$ cat config.mk
export PLATFORM = sky130hd
export DESIGN_NAME = pba_first_zero
export DESIGN_NICKNAME = d
export VERILOG_FILES = /design/src/rtl/pba_pkg.sv /design/src/rtl/pba_first_zero.sv
export SDC_FILE = /design/constraint.sdc
export NUM_CORES = 1
export LEC_CHECK = 0
export ABC_AREA = 1
export CORE_ASPECT_RATIO = 2
export CORE_MARGIN = 1.5
export CORE_UTILIZATION = 35
export DETAILED_ROUTE_END_ITERATION = 10
export DONT_BUFFER_PORTS = 1
export GPL_ROUTABILITY_DRIVEN = 0
export MAX_ROUTING_LAYER = met4
export SETUP_SLACK_MARGIN = 0.3
export SLEW_MARGIN = 10
export SYNTH_ARGS = -nofsm -noshare
export SYNTH_HDL_FRONTEND = slang
export SYNTH_SLANG_ARGS = --single-unit
$ cat constraint.sdc
create_clock -name vclk -period 0.8
set_input_delay 0 -clock vclk [all_inputs]
set_output_delay 0 -clock vclk [all_outputs]
set_load 0.01 [all_outputs]
$ cat src/rtl/pba_pkg.sv
// ----------------------------------------------------------------------------
// pba_pkg
// Shared types and constants for the bitmap page allocator.
// ----------------------------------------------------------------------------
package pba_pkg;

    // field widths
    localparam int IDX_W      = 14;      // page number
    localparam int LIM_W      = 15;      // page limit and free count
    localparam int INDEX_SPAN = 16384;   // pages a 14-bit index can name

    // bitmap word organisation
    localparam int WORD_W = 32;
    localparam int BIT_W  = 5;           // log2(WORD_W)

    localparam int NUM_PAGES_DEF = 16384;

    // opcodes
    localparam logic [1:0] OP_ALLOC   = 2'd0;
    localparam logic [1:0] OP_FREE    = 2'd1;
    localparam logic [1:0] OP_RESERVE = 2'd2;

    // status codes
    localparam logic [1:0] ST_OK    = 2'd0;
    localparam logic [1:0] ST_OOM   = 2'd1;
    localparam logic [1:0] ST_RANGE = 2'd2;

    typedef struct packed {
        logic [1:0]       opcode;
        logic [IDX_W-1:0] page_index;
    } t_in_word;

    typedef struct packed {
        logic [1:0]       status;
        logic [IDX_W-1:0] result_page;
        logic [LIM_W-1:0] free_pages;
    } t_out_word;

    // result of a first-free search over one bitmap word
    typedef struct packed {
        logic             found;
        logic [BIT_W-1:0] bit_idx;
    } t_find;

endpackage

$ cat src/rtl/pba_first_zero.sv
// ----------------------------------------------------------------------------
// pba_first_zero
// Finds the lowest clear bit of a bitmap word among the bits enabled by mask.
// ----------------------------------------------------------------------------
module pba_first_zero (
    input  logic [pba_pkg::WORD_W-1:0] i_word,
    input  logic [pba_pkg::WORD_W-1:0] i_mask,
    output pba_pkg::t_find             o_find
);

    logic [pba_pkg::WORD_W-1:0] free_bits;
    logic [pba_pkg::WORD_W-1:0] lowest;
    logic [pba_pkg::BIT_W-1:0]  enc;

    // isolate the lowest free bit: x & -x
    assign free_bits = ~i_word & i_mask;
    assign lowest    = free_bits & (~free_bits + pba_pkg::WORD_W'(1));

    // one-hot to binary, each output bit an independent OR
    always_comb begin
        enc = '0;
        for (int b = 0; b < pba_pkg::WORD_W; b++) begin
            enc = enc | (lowest[b] ? pba_pkg::BIT_W'(b) : '0);
        end
    end

    assign o_find.found   = |free_bits;
    assign o_find.bit_idx = enc;

endmodule

* Word level (Yosys, flattened, before mapping)
Index checks and enable logic that the tools add are counted.
** Storage, ports and cells
- Register bits after elaboration :: 0
- Logic and storage cells :: 67
- Input port bits :: 64
** Cells by class
- Add/subtract/negate cells :: 1
- Bitwise operators :: 34
- Multiplexer cells :: 31
- Reduce and logical (&&, ||, !) cells :: 1
** Operators by type and width (number)
- 2-to-1 mux 5 bit :: 16
- OR 5 bit :: 15
- bitwise AND 32 bit :: 2
- inverter 32 bit :: 2
- adder 32 x 1 -> 32 bit, second input constant :: 1
- 2-to-1 mux 4 bit :: 8
- OR reduction 32 bit :: 1
- OR 4 bit :: 7
- 2-to-1 mux 3 bit :: 4
- OR 3 bit :: 3
- OR 4 x 5 -> 5 bit :: 1
- 2-to-1 mux 2 bit :: 2
- OR 3 x 4 -> 4 bit :: 1
- OR 2 x 3 -> 3 bit :: 1
- OR 1 x 2 -> 2 bit :: 1
- OR 2 bit :: 1
- 2-to-1 mux 1 bit :: 1

* Depth between registers and ports, before layout
- Depth after elaboration :: 36
- Gate-level depth with buffers :: 12
- Gate-level depth less buffers :: 12

* Worst setup path before layout
Ideal clock, no wire load.
- Kind :: in2out
- From :: in i_word[0] in the netlist's numbering
- To :: out o_find[4] in the netlist's numbering
- Arrival time :: 946 ps
- Stages on the path :: 12
- Path buffers :: 0
- Slack :: -146 ps
- Path through :: inv_1 -> nand2_2 -> nand2_4 -> nor2_8 -> nand2_1 -> nor2_1 -> nand3_1 -> nand2_2 -> inv_2 -> nand2_1 -> nor2_1 -> nand2_1
** RTL lines
- start, declared :: RTL line pba_first_zero.sv:6 : input logic [pba_pkg::WORD_W-1:0] i_word,
- end, declared :: RTL line pba_first_zero.sv:8 : output pba_pkg::t_find o_find

==> flow_summary.yaml <==
final_layout:
  layout-drive-gt1-share: 0.433
  nets: 366
  flops_and_latches: 0
  areaGrowthSynthToFinish_pct: 62.5
  clkbuf_count: 0
  layout.cells.non_filler: 331
  n_antenna_cell: 0
  final_area_mm2: 0.00183
  regArea_um2: 0
floorplan:
  die_x_um: 43.2
  rows: 29
  dieArea_mm2: 0.00359
  io_pins: 70
  die_h_um: 83.3
  start_util: 0.362
  core_area_mm2: 0.00312
route:
  firstDrtPassIters: 4
  vias_per_cell: 5.09
  num_vias: 1684
  post_drt_wl_per_cell_um: 13.0
  dr.first_iter.drc_count: 25
  drcViolationCount: 0
  drtAntennaViolNets: 0
  routed_wl_mm: 4.29
pwr:
  clkPwrFrac: 0
  p_leak_nw: 1.07
  switching_power_w: 0.000482
  ir_worst_vdd_mv: 0.200
  p_int_w: 0.000363
  combPwrFrac: 1.000
  seq_power_share: 0
  swShare: 0.570
  power_density_mw_per_mm2: 461
  total_power_w: 0.000845
synth:
  ys_seq_area_frac: 0
  syn_inst: 258
  syn_area_mm2: 0.00113
  synth.area.top_cells: "nand2_1, nor2_1, inv_1"
  ys_warn_count: 0
  syn_area_per_cell_um2: 4.37
  syn-num-nets: 322
  yosys.area.top_type: "nand2_1"
  yosysUniqueCellTypes: 18
  synth_top_area_frac: 0.283
timing:
  worst_slack_ns: -0.287
  tightestPinTransition_ns: 0.208
  setup_tns_ns: -1.36
  period_needed_ns: 1.09
  relSlewSlack: 0.861
  hold_viol: 0
  timing.fmax_ghz: 0.920
  period_share: 1.36
  grt_setup_unrepaired: "true"
  drv_slew: 0
  setup_viol: 6
worst_setup_path:
  crit_arrival_ns: 1.09
  worst_setup_path_end_kind: "output pin"
  startpoint_type: "input port"
  required_ns: 0.80
  cp_max_fo: 8
  criticalPathCategory: "in -> out"
run_status:
  status: "finished with violations"
  violations: "negative setup slack"
worst_hold_path:
  hold_class: "in -> out"
  min_path_cells: 4
placed_design:
  pre_cts_ws_ns: -0.435
  io_buffers: 0
  place_inst: 326
  dpl.hpwl_mm: 3.64
  placed_cell_area_mm2: 0.00155
grt:
  grt_first_pass_wirelength_mm: 6.72
  grt-ovfl-total: 0
  grt_max_degree: 9
  grt_pass1_vias: 1642
  track_usage: 0.244
  antenna_found_initial: 0
run:
  cap_violations: 0
layer usage:
| layer | GRT usage | vias to the layer above | part of all wire |
|---|---|---|---|
| met5 | - | - | 0 |
| met4 | 0.174 | 0 | 0.080 |
| met2 | 0.486 | 59 | 0.63 |
| met3 | 0.0174 | 22 | 0.032 |
| met1 | 0.181 | 735 | 0.26 |
| li1 | - | 868 | - |
layout by cell type (no fill, tap or decap), types with 2 or more instances in the layout:
master / instances
o21ai_0: 2
nand2_2: 24
nand3b_1: 3
inv_1: 40
nor2_1: 40
nand2_4: 15
inv_2: 9
buf_4: 41
nor2_4: 8
nor2_2: 10
nand4_1: 7
nor3_2: 2
nand2_1: 55
nand3_1: 18
nand3_2: 11
nor3_1: 2
cell type report:
cell class | count | area, um^2
repair buffers | 42 | 319
inverters | 53 | 235
well taps | 31 | 38.8
fillers | 335 | 1290
multi-input cells | 205 | 1240
power by group through the flow:
stage	logic (W)	clock network (W)	registers (W)
detailed placement	0.000702	0	0
global placement	0.000695	0	0
finish	0.000845	0	0
CTS	0.000776	0	0
floorplan	0.000454	0	0
global route	0.000927	0	0
critical path: stages:
cell and delay (ns):
inv_6 0.02, nand2_4 0.05, nand2_4 0.07, nor2_8 0.21
nand2_4 0.09, nor2_4 0.19, nand3_2 0.14, nand2_4 0.10
inv_2 0.04, nand2_1 0.05, nor2_1 0.04, nand2_1 0.10
Yosys cell counts (2+ instances only):
master / number
inv_1: 50
inv_2: 3
nand2_1: 85
nand2_2: 7
nand2_4: 3
nand3_1: 30
nand3b_1: 3
nand4_1: 7
nor2_1: 55
nor2_4: 2
nor3_1: 5
o21ai_0: 2
kinds of logic (layout without fill, tap and decap cells):
logic type	after synthesis	after routing	synth area share
AOI/OAI and AO/OA	2	2	0.00887
buffers and inverters	53	95	0.176
and+or+nand+nor	203	203	0.815
stage by stage:
| step | hold slack (ns) | util |
|---|---|---|
| final | 0.284 | 0.588 |
| after global routing | 0.311 | 0.588 |
| after CTS | 0.287 | 0.540 |
| after detailed placement | 0.308 | 0.496 |
| after global placement | 0.311 | 0.496 |
| after floorplan | 0.259 | - |
final timing paths:
path / to / start
worst max-delay path: o_find[4] / i_word[3]
worst min-delay path: o_find[2] / i_mask[15]
repair_timing:
action,4_1_cts,5_1_grt
endpoints found under the setup margin,6,6
hold buffers,0,0
pin swaps,23,12
gates cloned,0,0
setup buffers,1,4
gates resized for setup,35,35
(Power assumes the default switching activity.)
